[src/rtl/afm_pkg.sv]
// afm_pkg: shared constants and codes for the fuel map autotuner
// depends on nothing; used by afm_div, afr_fuel_map_autotune_core and tb
`default_nettype none
package afm_pkg;

  localparam int MAP_SIZE_DEF       = 20;
  localparam int TOTAL_REQUESTS_DEF = 8;

  localparam logic [15:0] TARGET_AFR_RST        = 16'd1470;
  localparam logic [15:0] DEV_FLOOR_RST         = 16'd30;
  localparam logic [15:0] MIN_CELL_SAMPLES_RST  = 16'd5;
  localparam logic [15:0] ATTEMPT_INTERVAL_RST  = 16'd50;
  localparam logic [8:0]  MIN_CELLS_CHANGED_RST = 9'd1;

  localparam int DIVIDEND_W = 48;
  localparam int DIVISOR_W  = 32;

  typedef enum logic [1:0] {
    FUNC_LOAD   = 2'd0,
    FUNC_SAMPLE = 2'd1,
    FUNC_TICK   = 2'd2,
    FUNC_READ   = 2'd3
  } func_t;

  typedef enum logic [2:0] {
    REG_TARGET_AFR        = 3'd0,
    REG_DEV_FLOOR         = 3'd1,
    REG_MIN_CELL_SAMPLES  = 3'd2,
    REG_ATTEMPT_INTERVAL  = 3'd3,
    REG_MIN_CELLS_CHANGED = 3'd4
  } reg_index_t;

endpackage
`default_nettype wire

[src/rtl/afm_div.sv]
// afm_div: restoring divider, one quotient bit a cycle, saturates at 16 bits
// depends on afm_pkg
`default_nettype none
module afm_div (
  input  wire logic                             clk,
  input  wire logic                             rst,
  input  wire logic                             start,
  input  wire logic [afm_pkg::DIVIDEND_W-1:0]   dividend,
  input  wire logic [afm_pkg::DIVISOR_W-1:0]    divisor,
  output logic                                  done,
  output logic [15:0]                           quotient
);

  logic                            busy;
  logic [4:0]                      step;
  logic [afm_pkg::DIVIDEND_W-1:0]  rem;
  logic [afm_pkg::DIVIDEND_W-1:0]  dsh;
  logic [16:0]                     qbits;
  logic                            ge;
  logic [16:0]                     qbits_next;

  assign ge         = rem >= dsh;
  assign qbits_next = {qbits[15:0], ge};

  always_ff @(posedge clk) begin
    if (rst) begin
      busy <= 1'b0;
      done <= 1'b0;
      step <= 5'd0;
    end else begin
      done <= 1'b0;
      if (start) begin
        busy  <= 1'b1;
        step  <= 5'd16;
        rem   <= dividend;
        dsh   <= {divisor, 16'b0};
        qbits <= 17'd0;
      end else if (busy) begin
        if (ge) begin
          rem <= rem - dsh;
        end
        dsh   <= dsh >> 1;
        qbits <= qbits_next;
        if (step == 5'd0) begin
          busy     <= 1'b0;
          done     <= 1'b1;
          // top quotient bit set means the result is at least 65536
          quotient <= qbits_next[16] ? 16'hFFFF : qbits_next[15:0];
        end else begin
          step <= step - 5'd1;
        end
      end
    end
  end

endmodule
`default_nettype wire

[config.mk]
export PLATFORM = sky130hd
export DESIGN_NAME = afm_div
export DESIGN_NICKNAME = d
export VERILOG_FILES = /design/src/rtl/afm_pkg.sv /design/src/rtl/afm_div.sv
export SDC_FILE = /design/constraint.sdc
export NUM_CORES = 1
export LEC_CHECK = 0
export BUFFER_PORTS_ARGS = -buffer_cell sky130_fd_sc_hd__buf_2
export CAP_MARGIN = 10
export CELL_PAD_IN_SITES_DETAIL_PLACEMENT = 0
export CELL_PAD_IN_SITES_GLOBAL_PLACEMENT = 1
export CORE_UTILIZATION = 40
export CTS_BUF_LIST = sky130_fd_sc_hd__clkbuf_8
export DETAILED_ROUTE_END_ITERATION = 8
export GPL_TIMING_DRIVEN = 0
export HOLD_SLACK_MARGIN = 0.02
export PLACE_DENSITY_LB_ADDON = 0.1
export SYNTH_ARGS = -nofsm -noshare
export SYNTH_HDL_FRONTEND = slang
export SYNTH_SLANG_ARGS = --single-unit
[constraint.sdc]
create_clock -name clk -period 7.6 [get_ports clk]
set_clock_uncertainty 0.2 [all_clocks]
set_input_delay 0.76 -clock clk [delete_from_list [all_inputs] [get_ports clk]]
set_output_delay 0.76 -clock clk [all_outputs]
set_load 0.005 [all_outputs]
==> metrics.cfg <==
[power]
power.density_nw_per_um2 = 212.5
leakage_nw = 3.935
total_power_mw = 2.029
vdd_drop_max_uv = 133.6
seqPwrFrac_pct = 44.4
p_int_mw = 1.367
p_comb_share_pct = 25.7
pwr-share-clk_pct = 30.0
swShare_pct = 32.63
p_sw_mw = 0.6619

[yosys]
synth_fp_nets = 991
synth_area_um2 = 8200
ys.flop_type = edfxtp_1
ys_types = 56
syn_inst = 857
synth-seq-area-share_pct = 48.58
ys_warn_count = 0
ys_ff_latch = 135
synthArstFlopShare_pct = 0
synth_edf_count = 128
syn_area_per_cell_um2 = 9.569

[setup_path]
cp_data_arrival_time_ns = 4.16
rr_worst_depth = 13
r2r_end = rem[25]
crit_type = register to register
reg2reg_from = dsh[0]
r2r_slack_ns = 3.41
cp_cell_sequence = ha_1, fa_1, nor2b_1, o21ai_0, a21oi_1, nor2_1, o221ai_2, a211oi_1, nor2_1, o21ai_1, a311oi_4, buf_16, buf_8
cp_slowest_cell = a311oi_4
cp-start-kind = register
endpoint_kind = register
cp_top_family = compound AO/OA/AOI/OAI gates
crit_top_cell = nor2_1
cp_max_fo = 14
critPathMaxStageDelay_ns = 0.79
path_buf_inv = 2
crit_required_ns = 7.57

[grt]
grt_pass1_vias = 6220
grt_max_degree = 26
antenna_found_initial = 0
grt_usage_pct = 19.51
grt_first_pass_wirelength_mm = 32.02
grt.overflow.total = 0

[floorplan]
io_pins = 100
die-area_um2 = 21080
die_h_um = 145.2
fp.coreArea_um2 = 20170
row_count = 52
fp.dieW_um = 145.2
initial_utilization_pct = 40.66

[timing]
fmax_mhz = 238.8
period_share_pct = 55.11
hold_violations = 0
finalSetupViolations = 0
min_period_ns = 4.188
slew_headroom_pct = 46.59
final-max-slew-violation-count = 0
tightestPinTransition_ns = 0.8011
rsz0062_at_grt = no

[route]
wire_per_inst_um = 15.83
via_per_inst = 5.118
vias = 6454
drtAntennaViolNets = 0
drc_errors = 0
dr.pass1.iters = 5
drtIter0Drc = 354
finalWirelength_mm = 19.96

[clock_network]
numCtsBuffers = 17
clock_sinks = 135
clockBufferDepth = 2
htree_levels = 4
cts_tree = done
clkTransAtPathRegs_ns = 0.08
cts.repair.resized = 0
postCtsSetupBuffers = 0
clock_latency_ns = 0.46
cts_root_buf = clkbuf_8
hold_buffers = 0

[worst_hold_path]
hold_depth = 1
hold_class = register to register
hold_path.startpoint = busy
holdPathEnd = done

[cells_and_area]
antenna_cells = 0
final_layout_size_suffix_gt1_share_pct = 16.65
fin_nets = 1112
area_growth_pct = 16.43
fin_cells = 1261

[place]
post-dp-hpwl_mm = 15.33
dp.cells = 1229
port_buffers = 97
place.gp.congestion = 0.8191

[run]
max-cap-violations = 0

[run_status]
status = finished clean

cell usage in the layout (no fill, tap or decap), types with 3 or more instances in the layout:
cell type,instances
o31ai_1,4
o21a_1,6
clkinvlp_4,3
buf_1,5
a211oi_1,4
xnor2_1,30
inv_1,69
clkbuf_8,17
nor2b_1,19
nor3_1,11
and3_1,10
or2_2,16
nor3b_1,4
o21ai_0,99
xor2_1,17
and2_1,3
buf_2,100
ha_1,50
o211ai_1,4
inv_6,5
nand3_1,14
a21oi_1,58
clkbuf_1,28
dfxtp_1,7
nand4_1,9
nand2_1,123
inv_8,3
edfxtp_1,128
o21ai_1,5
a21o_1,21
nand2b_1,6
nor2_1,47
o21bai_1,12
a31oi_1,14
power groups by stage:
stage               clock (mW)  combinational, mW  sequential, mW
floorplan                    0              0.376           0.917
global placement             0              0.508           0.924
detailed placement           0              0.522           0.917
CTS                      0.619              0.525           0.901
global route             0.648              0.589           0.906
finish                   0.608              0.521           0.900
logic make-up (layout without fill, tap and decap cells):
group                    Yosys count  after routing  synth area share, %
AND/OR/NAND/NOR                  272            272                15.35
XOR/XNOR                          47             47                5.020
AO/OA/AOI/OAI                    244            244                17.91
multiplexers                       1              1               0.1830
adder cells (fa/ha/maj)           51             51                7.873
flip-flops                       135            135                48.58
buffers and inverters            107            241                5.081
Yosys cell counts, types with 16 or more instances:
cell,instances,area (um^2)
a21o_1,21,157.7
a21oi_1,58,290.3
clkbuf_1,28,105.1
edfxtp_1,128,3844
ha_1,50,625.6
inv_1,69,259.0
nand2_1,123,461.7
nor2_1,48,180.2
nor2b_1,19,118.9
o21ai_0,99,495.5
or2_2,16,100.1
xnor2_1,30,262.8
xor2_1,17,148.9
per-stage QoR:
| stage | hold slack (ns) | area (um^2) | setup TNS (ns) | utilization (%) | setup WS, ns |
|---|---|---|---|---|---|
| 5_1_grt | 0.3372 | 9548 | 0 | 47.34 | 3.100 |
| 2_1_floorplan | 0.2832 | 8200 | 0 | - | 1.120 |
| 4_1_cts | 0.3169 | 9548 | 0 | 47.34 | 3.324 |
| 3_5_place_dp | 0.3042 | 9154 | 0 | 45.38 | 3.325 |
| 3_3_place_gp | 0.2997 | 9024 | -95.00 | 44.74 | -1.981 |
| 6_report | 0.3156 | 9548 | 0 | 47.34 | 3.412 |
area by class of cell:
| cell class | count | area (um^2) |
|---|---|---|
| clock buffers | 17 | 234.0 |
| multi-input cells | 615 | 3825 |
| well taps | 270 | 337.8 |
| repair buffers | 102 | 590.6 |
| plain buffers | 38 | 157.7 |
| inverters | 69 | 259.0 |
| flip-flops and latches | 135 | 3984 |
| fillers | 2006 | 10620 |
| clock inverters | 15 | 160.2 |
metal layers:
layer	up-vias	wire length (um)	track usage (%)
met2	109	9211	31.71
met1	3031	9746	26.18
li1	3294	-	-
met5	-	0	0
met3	20	619	3.616
met4	0	380	6.368
worst max-delay path by stage:
stage	start	end	slack (ns)	cells past startpoint
final	dsh[0]	rem[25]	3.41	13
after global routing	rem[0]	rem[25]	3.10	14
after CTS	rem[0]	rem[25]	3.32	14
after detailed placement	rem[0]	rem[22]	3.33	14
after global placement	dsh[0]	rem[21]	-1.98	11
after floorplan	dsh[0]	rem[0]	1.12	11
state kept, by name, indices dropped and copies added, names as in the netlist:
| signal | cells |
|---|---|
| done | 1 |
| dsh | 48 |
| step | 5 |
| rem | 48 |
| qbits | 16 |
| busy | 1 |
| quotient | 16 |
Note: power is estimated with default switching activity, not from simulation.
